<file path="config.mk">
export PLATFORM = sky130hd
export DESIGN_NAME = ips_patch_stream_parser
export DESIGN_NICKNAME = d
export VERILOG_FILES = /design/src/sv/ipsp_pkg.sv /design/src/sv/ips_patch_stream_parser.sv /design/src/sv/ipsp_front.sv /design/src/sv/ipsp_fifo.sv /design/src/sv/ipsp_back.sv
export SDC_FILE = /design/constraint.sdc
export NUM_CORES = 1
export LEC_CHECK = 0
export BUFFER_PORTS_ARGS = -buffer_cell sky130_fd_sc_hd__buf_2
export CORE_MARGIN = 5
export CORE_UTILIZATION = 45
export CTS_CLUSTER_DIAMETER = 100
export DETAILED_ROUTE_END_ITERATION = 7
export GPL_TIMING_DRIVEN = 1
export SETUP_SLACK_MARGIN = 0.4
export SLEW_MARGIN = 20
export SYNTH_ARGS = -nofsm -noshare
export SYNTH_HDL_FRONTEND = slang
export SYNTH_SLANG_ARGS = --single-unit
</file>
<file path="constraint.sdc">
create_clock -name i_clk -period 10.6 [get_ports i_clk]
set_input_delay 2.12 -clock i_clk [delete_from_list [all_inputs] [get_ports i_clk]]
set_output_delay 2.12 -clock i_clk [all_outputs]
set_load 0.05 [all_outputs]
</file>
<file path="src/sv/ipsp_pkg.sv">
`timescale 1ns / 1ps

package ipsp_pkg;

    // result kinds
    localparam logic [2:0] K_WRITE     = 3'd0;
    localparam logic [2:0] K_FILL      = 3'd1;
    localparam logic [2:0] K_DONE      = 3'd2;
    localparam logic [2:0] K_TRUNC     = 3'd3;
    localparam logic [2:0] K_BAD_MAGIC = 3'd4;
    localparam logic [2:0] K_EARLY     = 3'd5;

    localparam logic [23:0] EOF_MARK   = 24'h454F46;
    localparam logic [2:0]  MAGIC_LAST = 3'd4;

    typedef struct packed {
        logic [7:0] patch_byte;
        logic       final_byte;
    } t_ipsp_in;

    typedef struct packed {
        logic [2:0]  kind;
        logic [23:0] address;
        logic [15:0] run_length;
        logic [7:0]  data_value;
    } t_ipsp_out;

    // command handed from the parser to the result stage
    typedef struct packed {
        logic [2:0]  kind;
        logic [23:0] offset;
        logic [15:0] index;
        logic [15:0] run_length;
        logic [7:0]  data_value;
    } t_ipsp_cmd;

    // "PATCH"
    function automatic logic [7:0] magic_byte(input logic [2:0] idx);
        logic [7:0] b;
        case (idx)
            3'd0:    b = 8'h50;
            3'd1:    b = 8'h41;
            3'd2:    b = 8'h54;
            3'd3:    b = 8'h43;
            3'd4:    b = 8'h48;
            default: b = 8'h00;
        endcase
        return b;
    endfunction

endpackage

</file>
<file path="src/sv/ips_patch_stream_parser.sv">
`timescale 1ns / 1ps
// a result caused by an accepted byte is written into the command queue and then registered in the output register
// throughput: one patch byte per cycle; the parser holds o_in_stall only while
//   the QUEUE_DEPTH-entry command queue is full, which needs a stalled output
// reset: synchronous, active low; the parser returns to expecting the magic and
//   the queue and output register are emptied, with no clearing pass
module ips_patch_stream_parser import ipsp_pkg::*; #(
    parameter int QUEUE_DEPTH = 2
) (
    input  logic      i_clk,
    input  logic      i_rst_n,
    input  logic      i_in_valid,
    output logic      o_in_stall,
    input  t_ipsp_in  i_in_data,
    output logic      o_out_valid,
    input  logic      i_out_stall,
    output t_ipsp_out o_out_data
);

    logic      accept;
    logic      push;
    t_ipsp_cmd push_cmd;
    logic      q_full;
    logic      q_empty;
    logic      pop;
    t_ipsp_cmd pop_cmd;

    assign o_in_stall = q_full;
    assign accept     = i_in_valid && !q_full;

    ipsp_front u_front (
        .i_clk    (i_clk),
        .i_rst_n  (i_rst_n),
        .i_accept (accept),
        .i_item   (i_in_data),
        .o_push   (push),
        .o_cmd    (push_cmd)
    );

    ipsp_fifo #(
        .DEPTH (QUEUE_DEPTH)
    ) u_fifo (
        .i_clk   (i_clk),
        .i_rst_n (i_rst_n),
        .i_push  (push),
        .i_data  (push_cmd),
        .o_full  (q_full),
        .i_pop   (pop),
        .o_data  (pop_cmd),
        .o_empty (q_empty)
    );

    ipsp_back u_back (
        .i_clk    (i_clk),
        .i_rst_n  (i_rst_n),
        .i_empty  (q_empty),
        .i_cmd    (pop_cmd),
        .o_pop    (pop),
        .o_valid  (o_out_valid),
        .i_stall  (i_out_stall),
        .o_result (o_out_data)
    );

endmodule

</file>
<file path="src/sv/ipsp_front.sv">
`timescale 1ns / 1ps

module ipsp_front import ipsp_pkg::*; (
    input  logic      i_clk,
    input  logic      i_rst_n,
    input  logic      i_accept,
    input  t_ipsp_in  i_item,
    output logic      o_push,
    output t_ipsp_cmd o_cmd
);

    typedef enum logic [2:0] {
        PH_MAGIC,
        PH_OFFSET,
        PH_LENGTH,
        PH_DATA,
        PH_RUNCOUNT,
        PH_RUNVALUE,
        PH_TRAILER,
        PH_SKIP
    } t_phase;

    t_phase      r_phase, n_phase;
    logic [15:0] r_count, n_count;
    logic [23:0] r_offset, n_offset;
    logic [15:0] r_length, n_length;
    logic [23:0] r_tsize, n_tsize;
    logic [1:0]  r_tcount, n_tcount;

    logic        early;
    logic        restart;
    logic [16:0] count_inc;
    logic [7:0]  b;
    logic        fin;

    assign b         = i_item.patch_byte;
    assign fin       = i_item.final_byte;
    assign count_inc = {1'b0, r_count} + 17'd1;

    always_comb begin
        n_phase  = r_phase;
        n_count  = r_count;
        n_offset = r_offset;
        n_length = r_length;
        n_tsize  = r_tsize;
        n_tcount = r_tcount;
        o_push   = 1'b0;
        o_cmd    = '0;
        early    = 1'b0;
        restart  = 1'b0;
        if (i_accept) begin
            case (r_phase)
                PH_MAGIC: begin
                    if (b != magic_byte(r_count[2:0])) begin
                        o_push     = 1'b1;
                        o_cmd.kind = K_BAD_MAGIC;
                        if (fin) begin
                            restart = 1'b1;
                        end else begin
                            n_phase = PH_SKIP;
                        end
                    end else begin
                        n_count = count_inc[15:0];
                        if (r_count[2:0] == MAGIC_LAST) begin
                            n_count = '0;
                            n_phase = PH_OFFSET;
                        end
                        early = fin;
                    end
                end
                PH_OFFSET: begin
                    n_offset = {r_offset[15:0], b};
                    n_count  = count_inc[15:0];
                    if (r_count == 16'd2) begin
                        n_count = '0;
                        if (n_offset == EOF_MARK) begin
                            if (fin) begin
                                o_push     = 1'b1;
                                o_cmd.kind = K_DONE;
                                restart    = 1'b1;
                            end else begin
                                n_phase  = PH_TRAILER;
                                n_tsize  = '0;
                                n_tcount = '0;
                            end
                        end else begin
                            n_phase = PH_LENGTH;
                            early   = fin;
                        end
                    end else begin
                        early = fin;
                    end
                end
                PH_LENGTH: begin
                    n_length = {r_length[7:0], b};
                    n_count  = count_inc[15:0];
                    if (r_count == 16'd1) begin
                        n_count = '0;
                        n_phase = (n_length != '0) ? PH_DATA : PH_RUNCOUNT;
                    end
                    early = fin;
                end
                PH_DATA: begin
                    if (fin) begin
                        early = 1'b1;
                    end else begin
                        o_push           = 1'b1;
                        o_cmd.kind       = K_WRITE;
                        o_cmd.offset     = r_offset;
                        o_cmd.index      = r_count;
                        o_cmd.data_value = b;
                        n_count          = count_inc[15:0];
                        if (count_inc >= {1'b0, r_length}) begin
                            n_count = '0;
                            n_phase = PH_OFFSET;
                        end
                    end
                end
                PH_RUNCOUNT: begin
                    n_length = {r_length[7:0], b};
                    n_count  = count_inc[15:0];
                    if (r_count == 16'd1) begin
                        n_count = '0;
                        n_phase = PH_RUNVALUE;
                    end
                    early = fin;
                end
                PH_RUNVALUE: begin
                    if (fin) begin
                        early = 1'b1;
                    end else begin
                        o_push           = 1'b1;
                        o_cmd.kind       = K_FILL;
                        o_cmd.offset     = r_offset;
                        o_cmd.run_length = r_length;
                        o_cmd.data_value = b;
                        n_count          = '0;
                        n_phase          = PH_OFFSET;
                    end
                end
                PH_TRAILER: begin
                    if (r_tcount != 2'd3) begin
                        n_tsize  = {r_tsize[15:0], b};
                        n_tcount = r_tcount + 2'd1;
                    end
                    if (fin) begin
                        o_push  = 1'b1;
                        restart = 1'b1;
                        if (n_tcount == 2'd3) begin
                            o_cmd.kind   = K_TRUNC;
                            o_cmd.offset = n_tsize;
                        end else begin
                            o_cmd.kind = K_DONE;
                        end
                    end
                end
                PH_SKIP: begin
                    restart = fin;
                end
                default: begin
                    restart = 1'b1;
                end
            endcase
            if (early) begin
                o_push     = 1'b1;
                o_cmd      = '0;
                o_cmd.kind = K_EARLY;
                restart    = 1'b1;
            end
        end
    end

    always_ff @(posedge i_clk) begin
        if (!i_rst_n || restart) begin
            r_phase  <= PH_MAGIC;
            r_count  <= '0;
            r_offset <= '0;
            r_length <= '0;
            r_tsize  <= '0;
            r_tcount <= '0;
        end else begin
            r_phase  <= n_phase;
            r_count  <= n_count;
            r_offset <= n_offset;
            r_length <= n_length;
            r_tsize  <= n_tsize;
            r_tcount <= n_tcount;
        end
    end

`ifndef SYNTHESIS
    // every terminal result except a non-final bad magic starts a new patch
    a_restart_after_end: assert property (@(posedge i_clk) disable iff (!i_rst_n)
        o_push && (o_cmd.kind == K_DONE || o_cmd.kind == K_TRUNC || o_cmd.kind == K_EARLY)
        |=> r_phase == PH_MAGIC && r_count == '0)
        else $error("parser did not restart after a terminal result");

    // literal data index stays inside the record
    a_data_index: assert property (@(posedge i_clk) disable iff (!i_rst_n)
        r_phase == PH_DATA |-> r_count < r_length)
        else $error("data index past record length");
`endif

endmodule

</file>
<file path="src/sv/ipsp_fifo.sv">
`timescale 1ns / 1ps

module ipsp_fifo import ipsp_pkg::*; #(
    parameter int DEPTH = 2
) (
    input  logic      i_clk,
    input  logic      i_rst_n,
    input  logic      i_push,
    input  t_ipsp_cmd i_data,
    output logic      o_full,
    input  logic      i_pop,
    output t_ipsp_cmd o_data,
    output logic      o_empty
);

    localparam int PW = $clog2(DEPTH);
    localparam int CW = $clog2(DEPTH + 1);

    t_ipsp_cmd      r_mem [DEPTH];
    logic [PW-1:0]  r_wr_ptr, r_rd_ptr;
    logic [CW-1:0]  r_count;

    assign o_full  = (r_count == CW'(DEPTH));
    assign o_empty = (r_count == '0);
    assign o_data  = r_mem[r_rd_ptr];

    always_ff @(posedge i_clk) begin
        if (i_push) begin
            r_mem[r_wr_ptr] <= i_data;
        end
    end

    always_ff @(posedge i_clk) begin
        if (!i_rst_n) begin
            r_wr_ptr <= '0;
            r_rd_ptr <= '0;
            r_count  <= '0;
        end else begin
            if (i_push) begin
                r_wr_ptr <= (r_wr_ptr == PW'(DEPTH - 1)) ? '0 : r_wr_ptr + PW'(1);
            end
            if (i_pop) begin
                r_rd_ptr <= (r_rd_ptr == PW'(DEPTH - 1)) ? '0 : r_rd_ptr + PW'(1);
            end
            if (i_push && !i_pop) begin
                r_count <= r_count + CW'(1);
            end else if (i_pop && !i_push) begin
                r_count <= r_count - CW'(1);
            end
        end
    end

`ifndef SYNTHESIS
    a_no_overflow: assert property (@(posedge i_clk) disable iff (!i_rst_n)
        i_push |-> !o_full || i_pop)
        else $error("push into full queue");

    a_no_underflow: assert property (@(posedge i_clk) disable iff (!i_rst_n)
        i_pop |-> !o_empty)
        else $error("pop from empty queue");
`endif

endmodule

</file>
<file path="src/sv/ipsp_back.sv">
`timescale 1ns / 1ps

module ipsp_back import ipsp_pkg::*; (
    input  logic      i_clk,
    input  logic      i_rst_n,
    input  logic      i_empty,
    input  t_ipsp_cmd i_cmd,
    output logic      o_pop,
    output logic      o_valid,
    input  logic      i_stall,
    output t_ipsp_out o_result
);

    logic      r_valid;
    t_ipsp_out r_result, n_result;

    assign o_pop    = !i_empty && (!r_valid || !i_stall);
    assign o_valid  = r_valid;
    assign o_result = r_result;

    // write address wraps at 24 bits; index is zero for every other kind
    always_comb begin
        n_result.kind       = i_cmd.kind;
        n_result.address    = i_cmd.offset + {8'd0, i_cmd.index};
        n_result.run_length = i_cmd.run_length;
        n_result.data_value = i_cmd.data_value;
    end

    always_ff @(posedge i_clk) begin
        if (!i_rst_n) begin
            r_valid <= 1'b0;
        end else if (o_pop) begin
            r_valid <= 1'b1;
        end else if (!i_stall) begin
            r_valid <= 1'b0;
        end
    end

    always_ff @(posedge i_clk) begin
        if (o_pop) begin
            r_result <= n_result;
        end
    end

`ifndef SYNTHESIS
    a_kind_range: assert property (@(posedge i_clk) disable iff (!i_rst_n)
        r_valid |-> r_result.kind <= K_EARLY)
        else $error("undefined result kind");
`endif

endmodule
</file>
# After elaboration in Yosys (flattened, before gate mapping)
# Memory sizes are Yosys's and may differ from the RTL's. A register that Yosys moved wholly into a read port is not among the register bits.
# Cells that the tools add are included.
# op_classes
n_reduce_logical	28
mux	81
eq_ne	31
magnitude_cmp	1
add_sub_neg	7
# ops
op	n
two-way mux 16 bit	9
two-way mux 24 bit	6
two-way mux 67 bit	2
one-hot mux 16 bit (5 select lines)	1
one-hot mux 24 bit (3 select lines)	1
one-hot mux 24 bit (2 select lines)	1
two-way mux 3 bit	15
two-way mux 40 bit	1
one-hot mux 7 bit (5 select lines)	1
two-way mux 26 bit	1
two-way mux 25 bit	1
adder 24 x 16 -> 24 bit	1
equality test 24 x 23 -> 1 bit (second input constant)	1
two-way mux 8 bit	3
two-way mux 1 bit	23
two-way mux 2 bit	9
one-hot mux 3 bit (6 select lines)	1
adder 16 x 1 -> 17 bit (second input constant)	1
greater-or-equal comparator 17 x 16 -> 1 bit	1
equality test 16 x 1 -> 1 bit (second input constant)	1
equality test 16 x 2 -> 1 bit (second input constant)	1
one-hot mux 8 bit (2 select lines)	1
nonzero test 16 bit	1
equality test 3 bit (second input constant)	5
other kinds (26)	60
# word_totals
mem_bits_rw	134
word_cells	163
n_memories	1
reg_bits	141
# mem_list
memory	depth	width	rd	rd_ports_with_merged_regs	wr	line	rtl
u_fifo.r_mem	2	67	1	1	1	ipsp_fifo.sv:19	t_ipsp_cmd r_mem [DEPTH];

# Longest topological paths before layout
# Gate-level depths: netlist of run 1.
# depth
ltp_word	14
depth_mapped	18
mapped_depth_nobuf	16

# Cells and area by module
# Synthesis of run 1 repeated with hierarchy kept, for this count alone.
# hier_totals
hier_cells	1154
hier_area_um2	13238.9
# by_module_without_submodules
module	instances	cells_each	seq_area_each_um2	area_per_inst_um2
ipsp_front	1	722	1701.6	5402.7
ipsp_fifo	1	230	4124.0	5166.2
ipsp_back	1	201	1551.5	2656.3
ips_patch_stream_parser	1	1	0.0	13.8

# Worst setup path after synthesis of run 1
# No wires, ideal clock.
# synth_path
kind	input to register
startpoint	input i_in_data[4] (netlist name)
endpoint	memory u_fifo.r_mem[0][0] (netlist name), enable pin
slack_ns	3.882
setup_time_ns	0.501
stages	8
required_time_ns	10.099
n_path_buf	1
arrival_ns	6.217
cell_sequence	clkbuf_1 > xnor2_1 > a21oi_1 > o21ai_0 > a31oi_1 > o31ai_1 > a21oi_1 > nor2b_1
# synth_via
elab_chain_len	9
word_cells_on_any_way	15
classes_between	eq/ne (2); mux (13)
# synth_rtl
item	line	rtl
from (decl)	ips_patch_stream_parser.sv:14	input t_ipsp_in i_in_data,
equality test 24 x 23 -> 1 bit	ipsp_front.sv:76	if (n_offset == EOF_MARK) begin
two-way mux 1 bit	ipsp_front.sv:76	
two-way mux 1 bit	ipsp_front.sv:74	if (r_count == 16'd2) begin
one-hot mux 1 bit (4 select lines)	ipsp_front.sv:52	case (r_phase)
two-way mux 1 bit	ipsp_front.sv:51	if (i_accept) begin
two-way mux 1 bit *	ipsp_front.sv:164	if (early) begin
two-way mux 1 bit *	ipsp_front.sv:51	
named net push	ips_patch_stream_parser.sv:21	logic push;
two-way mux 1 bit *	ipsp_fifo.sv:28	if (i_push) begin
two-way mux 1 bit (implied by the code) *	ipsp_fifo.sv:29	r_mem[r_wr_ptr] <= i_data;
to (decl)	ipsp_fifo.sv:19	
# Mark *: on every way through the listed nets, which the timed path passes. The rest lies on a longest branch. The select of a mux whose other input is x is not followed.

# Final worst setup path of run 1
# layout_path
startpoint	register u_front.r_count[2]
endpoint	register u_front.r_count[5]
# layout_via
elab_chain_len	11
word_cells_on_any_way	32
classes_between	add/sub (1); order compare (1); eq/ne (8); mux (19); reduce/logical (3)
# layout_rtl
item	line	rtl
from (decl)	ipsp_front.sv:24	logic [15:0] r_count, n_count;
from (signal assigned)	ipsp_front.sv:183	r_count <= n_count;
branches (longest 11 deep; another with adder 16 x 1 -> 17 bit)	n/a	
# Parallel ways; which one is timed is not known. The select of a mux whose other input is x is not followed.
# A chain may end at the register's enable or synchronous reset.

==> results of run 1 <==
routing by layer:
layer / up-vias / wire (um) / global-route usage (%)
li1: 4237 / - / -
met1: 4113 / 13640 / 26.78
met2: 220 / 12250 / 26.89
met3: 40 / 1464 / 2.565
met4: 0 / 491 / 4.253
met5: - / 0 / 0
final cells by class:
class / instances / share of cell area [%]
inverters: 33 / 0.8626
clock inverters: 19 / 1.072
repair buffers: 77 / 2.893
clock buffers: 37 / 5.629
well taps: 378 / 3.294
multi-input cells: 786 / 34.85
flip-flops and latches: 276 / 51.40
final timing paths:
path / end / slack (ns) / depth (start not counted)
max: u_front.r_count[5] / 5.94 / 15
min: u_front.r_offset[23] / 0.46 / 2
min reg2reg: u_front.r_offset[23] / 0.46 / 2
max reg2reg: u_front.r_count[5] / 5.94 / 15
flip-flops by register name, summed over array words and instances, names as in the netlist, 2 cells and up, named ones only:
name and flops:
u_fifo.r_mem 134, u_back.o_result 51, u_front.r_offset 24, u_front.r_tsize 24
u_front.r_count 16, u_front.r_length 16, u_front.r_phase 3, u_fifo.r_count 2
u_front.r_tcount 2
power by group:
part,switching [uW],leakage (uW),internal (uW)
clock,415,0.000476,591
sequential,84.0,0.00251,1440
combinational,921,0.00221,434
total,1420,0.00520,2470
cells in the final DEF, fill, tap and decap left out, types with 16 or more instances in the layout:
cell	synthesis	final
mux2i_1	35	35
inv_1	33	32
o21ai_0	16	16
clkbuf_16	0	31
dfxtp_1	91	90
edfxtp_1	185	185
mux2_2	57	57
nand2_1	136	135
a21oi_1	128	128
and2_1	39	38
nor2_1	108	106
nand3_1	26	26
nor3_1	33	33
buf_2	4	65
xnor2_1	32	32
ha_1	38	38
stage by stage:
step                total power, uW  util (%)
floorplan                      2620         -
global placement               2909     48.09
detailed placement             2916     48.09
CTS                            3931     51.55
global route                   4113     51.55
finish                         3890     51.55
worst max-delay path: stages (launching register included):
cell     delay, ns
dfxtp_1       0.57
nand3_1       0.27
nor2_1        0.28
nand3_1       0.19
nor2_1        0.38
nand2_1       0.12
xnor2_1       0.24
ha_1          0.29
nand3_1       0.10
nor2_1        0.07
a221o_1       0.34
a41oi_1       0.17
a31oi_1       0.19
a31oi_2       0.94
o21ai_0       0.21
a21oi_1       0.20
kinds of logic after synthesis:
group / after synthesis
simple gates: 408
flops: 276
compound gates: 204
buf+inv: 96
mux: 92
xor+xnor: 43
fa+ha+maj: 39
==> results.toml, run 1 <==
[run_status]
status = "finished clean"

[yosys]
synth_compound_area_share_pct = 9.556
syn_inst = 1158
synth_area_sq_um = 12730
synth.most_common_cell = "edfxtp_1"
synth_area_per_cell_sq_um = 10.99
synth-xor-area-share_pct = 2.959
synth_cell_types = 64
synth_top_area_share_pct = 43.65
synth_commonest_cells = "185 x edfxtp_1, 136 x nand2_1, 128 x a21oi_1"
synth_top_family_by_area = "simple AND/OR/NAND/NOR gates"
synth_mux_area_share_pct = 7.796
yosys.area_share.simple_pct = 14.90
async_flop_share_pct = 0
yosysWarnings = 0
syn-num-nets = 1210
synth_edf_count = 185
synthAdderAreaFrac_pct = 3.893
synth_top_area_cell = "edfxtp_1"
synth_seq_cells = 276
synth_area_leaders = "edfxtp_1 44%, dfxtp_1 14%, mux2_2 5.0%"
ys_seq_area_share_pct = 57.96
synth-main-ff-cell = "edfxtp_1"

[placed_design]
port_buffers = 65
placed_cell_area_sq_um = 13400
dp_hpwl_um = 18700
placedCellCount = 1550
gp_congestion = 0.8974
place_ws_ns = 5.824

[grt]
overflow = 0
grt_pass1_vias = 8304
grt_max_degree = 84
grt_use_total_pct = 17.67
grt_antenna_before_repair = 0
grt_pass1_wl_um = 45060

[die]
die_h_um = 178.2
die_w_um = 178.2
initial_utilization_pct = 45.69
fp.dieArea_sq_um = 31750
rows = 61
coreArea_sq_um = 27860
ios = 66

[layout]
nFillCells = 2495
multi_input_area_sq_um = 5005
final_area_sq_um = 14360
ff_latch_area_sq_um = 7381
syn_to_final_growth_pct = 12.83
layout.nets = 1256
drive_above_1_share_pct = 16.21
antenna_cells = 0
layout.cells.non_filler = 1606

[setup_path]
critPathLaunchType = "flip-flop"
worstReg2RegStart = "u_front.r_count[2]"
crit_fanout = 20
crit_path_start = "u_front.r_count[2]"
required_ns = 11.04
path_class = "reg2reg"
crit_arrival_ns = 5.10
endpoint_kind = "flip-flop"

[power]
ir_worst_vdd_uv = 217.6
p_per_area_nw_per_um2 = 270.9
p_leak_uw = 0.005202

[sta]
post-route-period-util_pct = 43.94
setup_ws_ns = 5.943
finClkSkew_ns = 0.01474
period_minus_slack_ns = 4.657
holdWs_ns = 0.4568
fin_tns_setup_ns = 0
max_freq_mhz = 214.7
finalSetupViolations = 0
tightestPinTransition_ns = 1.113
slew_viol_final = 0
hold_viol = 0
rsz0062_at_grt = "no"
max_slew_margin_pct = 25.57

[clock_network]
htreeDepth = 1
cts_buffers = 30
cts_tree = "built"
cts_resized = 0
cts-root-buf = "clkbuf_16"
cts.sinks = 276
postCtsHoldBufs = 0
clkTransAtPathRegs_ns = 0.06
post_cts_buffers = 0
worstSkewPairLatency_ns = 0.55
clock_path_buffers = 3

[drt]
wl_per_cell_um = 17.34
route.detailed.drc = 0
num_vias = 8610
dr.first_iter.drc_count = 749
drt-total-wl_um = 27850
first_pass_iters = 6
antenna_left = 0
via_per_inst = 5.361

[run]
max_cap_viol_count = 0

[hold_path]
hold_path.class = "reg2reg"
hp-start = "u_front.r_offset[23]"
No activity file was read; power rests on OpenSTA's default activity.
==> run 2, diff against run 1 <==
Clock period 10.6 ns to 3.98 ns, I/O delays scaled along.
==> run 2 against run 1 <==
  * Cell count rose by 1.1%
  * Routed wire length rose by 4.4%
  * Die area did not move
  * Flip-flop and latch count did not move
  * Worst setup slack got worse by 5.4 ns
  * Clock skew rose by 0.0030 ns
  * Worst hold slack barely moved
  * Sequential power rose to 2.6 times the previous value
  * Sequential share of layout area fell by 1.3 points
  * Global-route usage rose by 0.33 points
  * Combinational power rose to 2.9 times the previous value
  * Critical path depth rose by 2
  * Largest cell class unchanged
  * Largest power group unchanged
==> results.toml, run 2 (same netlist as run 1, synthesis figures left out) <==
[setup_path]
rrSetupSlack_ns = 0.52
critPathLaunchType = "flip-flop"
critPathCapture = "u_front.r_count[0]"
worstReg2RegStart = "u_front.r_count[0]"
crit_fanout = 7
required_ns = 4.44
reg2reg_to = "u_front.r_count[0]"
endpoint_kind = "flip-flop"
r2r_cells = 17
path_class = "reg2reg"
crit_path_start = "u_front.r_count[0]"
crit_arrival_ns = 3.92

[drt]
antenna_left = 0
num_vias = 8552
dr.first_iter.drc_count = 664
wl_per_cell_um = 17.90
drt-total-wl_um = 29070
route.detailed.drc = 0
first_pass_iters = 5
via_per_inst = 5.266

[layout]
antenna_cells = 0
layout.nets = 1274
regMostFlops = "u_fifo.r_mem"
final_common_cell = "edfxtp_1"
drive_above_1_share_pct = 19.10
layout.cells.non_filler = 1624
final_cell_mix = "185 x edfxtp_1, 135 x nand2_1, 126 x a21oi_1"
largest_register_ffs = 134
syn_to_final_growth_pct = 15.99

[grt]
grt_antenna_before_repair = 0
grt_max_degree = 84
overflow = 0
grt_use_total_pct = 18.00
grt_pass1_wl_um = 45550
grt_pass1_vias = 8266

[clock_network]
clock_path_buffers = 3
worstSkewPairLatency_ns = 0.55
cts_tree = "built"
cts-root-buf = "clkbuf_16"
cts_buffers = 30
clkTransAtPathRegs_ns = 0.06
htreeDepth = 1
cts.sinks = 276

[run]
max_cap_viol_count = 0

[power]
power_uw = 10770
p_per_area_nw_per_um2 = 729.5
p_leak_uw = 0.005367
ir_worst_vdd_uv = 352.8

[sta]
fin_tns_setup_ns = 0
max_slew_margin_pct = 35.37
max_freq_mhz = 289.2
tightestPinTransition_ns = 0.9667
slew_viol_final = 0
finClkSkew_ns = 0.01777
hold_viol = 0
post-route-period-util_pct = 86.87
period_minus_slack_ns = 3.457
rsz0062_at_grt = "no"
setup_ws_ns = 0.5226
finalSetupViolations = 0

[die]
coreArea_sq_um = 27860
initial_utilization_pct = 45.69
rows = 61
ios = 66
die_w_um = 178.2
die_h_um = 178.2
fp.dieArea_sq_um = 31750

[placed_design]
gp_congestion = 0.8934
place_ws_ns = 0.1967
dp_hpwl_um = 19230
placedCellCount = 1561
port_buffers = 65

[hold_path]
hold_path.class = "reg2reg"

[run_status]
status = "finished clean"
[run 2: layout make-up]
class | count | area, sq um
clock buffers | 45 | 932.1
clock inverters | 11 | 106.4
fillers | 2419 | 13100
inverters | 33 | 123.9
multi-input cells | 786 | 5136
flip-flops and latches | 276 | 7396
well taps | 378 | 473.0
repair buffers | 95 | 594.3
[run 2: timing repair]
item,CTS,global route
pin swaps,2,4
resized for setup,13,29
setup buffers,0,4
hold buffers,0,0
setup endpoints to repair,19,27
gates cloned,1,2
[run 2: worst max-delay path, cell delays in order, from the launching register on]
cell and delay, ns:
dfxtp_4 0.40, ha_4 0.17, nand3_4 0.11, nor2_4 0.13, and3_4 0.24, nand2_1 0.08, nor2_2 0.14, xor2_1 0.22
ha_1 0.28, nand4_1 0.09, nor2_1 0.06, a221o_1 0.35, a41oi_2 0.20, a31oi_4 0.15, a31oi_4 0.30, buf_6 0.17
nand3_1 0.10, a21oi_1 0.18
[run 2: layer usage]
metal | wire length, um | track usage, % | vias to the layer above | share of wire, %
met2 | 12600 | 27.03 | 223 | 43
met1 | 14090 | 26.86 | 4029 | 48
li1 | - | - | 4260 | -
met3 | 1715 | 3.434 | 40 | 5.9
met4 | 665 | 4.765 | 0 | 2.3
met5 | 0 | 0 | - | 0
[run 2: how the worst min path moves through the flow]
stage / startpoint / endpoint / slack, ns / cells after the start
after CTS: u_front.r_offset[22] / u_front.r_offset[22] / 0.46 / 2
after global routing: u_front.r_offset[22] / u_front.r_offset[22] / 0.49 / 2
final: u_front.r_offset[17] / u_front.r_offset[17] / 0.46 / 2
after detailed placement: u_front.r_offset[22] / u_front.r_offset[22] / 0.45 / 2
after global placement: u_front.r_offset[16] / u_front.r_offset[16] / 0.45 / 2
after floorplan: u_front.r_offset[16] / u_front.r_offset[16] / 0.44 / 2
[run 2: power breakdown]
group          internal (uW)  leakage, uW  switching [uW]
registers               3840      0.00252             212
clock network           1740     0.000515            1110
logic                   1290      0.00234            2570
[run 2: metrics by stage]
step	utilization, %	area [sq um]	hold slack (ns)
after floorplan	-	12740	0.4367
after global placement	48.44	13490	0.4456
after detailed placement	48.44	13490	0.4488
after CTS	52.34	14580	0.4568
after global routing	52.99	14760	0.4853
final	52.99	14760	0.4568
==> run 3, diff against run 2 <==
Settings changed: MAX_ROUTING_LAYER set to met4.
==> run 3 against run 2 <==
  * Clock skew about the same
  * Clock power decreased by 2%
  * Design area rose by 0.32%
  * Flip-flop and latch count unchanged
  * Via count increased by 2.0%
  * Non-clock buffer count grew 5
  * Worst setup slack worse by 0.034 ns
  * Utilization is 0.17 points higher
  * Global-route usage rose by 0.75 points
  * Cell count grew 0.31%
  * First-iteration DRC count rose by 34%
  * Routed wire length up 1.2%
  * Critical path type unchanged
  * Largest power group unchanged
  * Highest routed layer unchanged
==> results.toml, run 3 (same netlist as run 1, synthesis figures left out) <==
[run_status]
status = "finished clean"

[drt]
num_vias = 8722
dr.first_iter.drc_count = 891
first_pass_iters = 5
wl_per_cell_um = 18.07
route.detailed.drc = 0
antenna_left = 0
via_per_inst = 5.354
drt-total-wl_um = 29430

[setup_path]
worstReg2RegStart = "u_front.r_count[0]"
crit_fanout = 7
r2r_cells = 16
crit_chain = "ha_4, nand3_4, nor2_4, and3_4, nand4_1, xnor2_2, ha_1, nand3_2, nor2_1, a221o_1, a41oi_2, a31oi_4, a31oi_4, buf_4, o21ai_0, a21oi_1"
path_class = "reg2reg"
reg2reg_to = "u_front.r_count[5]"
critPathCapture = "u_front.r_count[5]"
endpoint_kind = "flip-flop"
crit_path_top_delay_cell = "dfxtp_4"
cp_slowest_stage_delay_ns = 0.38
critPathMostFrequentCell = "a31oi_4"
crit_arrival_ns = 3.97
required_ns = 4.46
critPathLaunchType = "flip-flop"
rrSetupSlack_ns = 0.49
crit_path_start = "u_front.r_count[0]"

[grt]
grt_max_degree = 84
overflow = 0
grt_use_total_pct = 18.75
grt_antenna_before_repair = 2
grt_pass1_wl_um = 46130
grt_pass1_vias = 8312

[layout]
largest_register_ffs = 134
regMostFlops = "u_fifo.r_mem"
final_cell_mix = "185 x edfxtp_1, 135 x nand2_1, 128 x a21oi_1"
syn_to_final_growth_pct = 16.36
drive_above_1_share_pct = 19.98
antenna_cells = 0
final_common_cell = "edfxtp_1"
nFillCells = 2431
layout.nets = 1279

[placed_design]
gp_congestion = 0.8998
port_buffers = 65
dp_hpwl_um = 19370

[run]
max_cap_viol_count = 0

[die]
die_w_um = 178.2
die_h_um = 178.2
fp.dieArea_sq_um = 31750
coreArea_sq_um = 27860
initial_utilization_pct = 45.69
ios = 66
rows = 61

[clock_network]
cts_tree = "built"
clkTransAtPathRegs_ns = 0.07
clock_path_buffers = 3
cts-root-buf = "clkbuf_16"
cts_buffers = 30
cts.sinks = 276
htreeDepth = 1
worstSkewPairLatency_ns = 0.55

[hold_path]
hold_path.class = "reg2reg"
holdPathStages = 2

[sta]
finalSetupViolations = 0
period_minus_slack_ns = 3.492
post-route-period-util_pct = 87.74
slew_viol_final = 0
fin_tns_setup_ns = 0
holdWs_ns = 0.4562
finClkSkew_ns = 0.01782
max_freq_mhz = 286.4
tightestPinTransition_ns = 0.9264
rsz0062_at_grt = "no"
max_slew_margin_pct = 38.07
hold_viol = 0

[power]
p_switching_uw = 3929
ir_worst_vdd_uv = 495.5
power_frac_comb_pct = 36.2
internal_power_uw = 6810
p_per_area_nw_per_um2 = 725.1
seqPwrFrac_pct = 37.8
p_sw_share_pct = 36.58
clkPwrFrac_pct = 26.1
p_leak_uw = 0.005399
[run 3: cell count changes in the layout (fill, tap and decap cells not counted), sizes merged]
cell,change
clkinv,-2
inv,+2
buf,+5
clkinvlp,+3
clkbuf,-3
[run 3: worst max-delay path: cells and delay by family, from the launching register on]
kind / cells / cell delay [ns]
adder cells (fa/ha/maj): 2 / 0.49
AND/OR/NAND/NOR: 6 / 0.84
AO/OA/AOI/OAI: 6 / 1.29
flip-flops: 1 / 0.38
buffers and inverters: 1 / 0.20
XOR/XNOR: 1 / 0.22
[run 3: worst min-delay path by stage]
stage | from | slack, ns | endpoint
floorplan | u_front.r_offset[16] | 0.44 | u_front.r_offset[16]
global placement | u_front.r_offset[16] | 0.44 | u_front.r_offset[16]
detailed placement | u_front.r_offset[18] | 0.45 | u_front.r_offset[18]
CTS | u_front.r_offset[18] | 0.46 | u_front.r_offset[18]
global route | u_front.r_offset[16] | 0.47 | u_front.r_offset[16]
finish | u_front.r_offset[22] | 0.46 | u_front.r_offset[22]
[run 3: timing repair]
item	in CTS	in global routing
resized for setup	14	33
endpoints found under the setup margin	19	24
setup buffers	0	9
hold buffers	0	0
cloned	1	2
pin swaps	1	8
endpoints found under the hold margin	0	0
[run 3: layout make-up]
cell class / instances / area [sq um] / share of cell area [%]
repair buffers: 100 / 631.9 / 4.267
well taps: 378 / 473.0 / 3.194
flip-flops and latches: 276 / 7396 / 49.94
clock inverters: 14 / 138.9 / 0.9378
inverters: 33 / 123.9 / 0.8364
clock buffers: 42 / 877.1 / 5.923
multi-input cells: 786 / 5169 / 34.90
[run 3: per-layer routing]
layer	wire (um)	vias to the layer above	GRT usage (%)
met3	1585	38	2.628
met4	586	0	4.349
met1	14210	4189	27.82
met2	13040	216	27.51
li1	-	4279	-
met5	0	-	-
[run 3: power groups by stage]
stage | registers (uW) | logic, uW | clock network [uW]
3_3_place_gp | 4130 | 3670 | 0
4_1_cts | 4080 | 3770 | 2860
3_5_place_dp | 4140 | 3690 | 0
5_1_grt | 4110 | 4210 | 2980
6_report | 4060 | 3880 | 2800
2_1_floorplan | 4910 | 2060 | 0
[run 3: through the flow]
stage / power (uW) / setup WS [ns] / util (%) / std cells / instance area (sq um)
5_1_grt: 11310 / 0.3500 / 53.16 / 1629 / 14810
2_1_floorplan: 6968 / 0.4165 / - / 1158 / 12740
6_report: 10740 / 0.4881 / 53.16 / 1629 / 14810
4_1_cts: 10720 / 0.4363 / 52.27 / 1618 / 14560
3_5_place_dp: 7832 / 0.1802 / 48.44 / 1561 / 13490
3_3_place_gp: 7798 / 0.2906 / 48.44 / 1561 / 13490
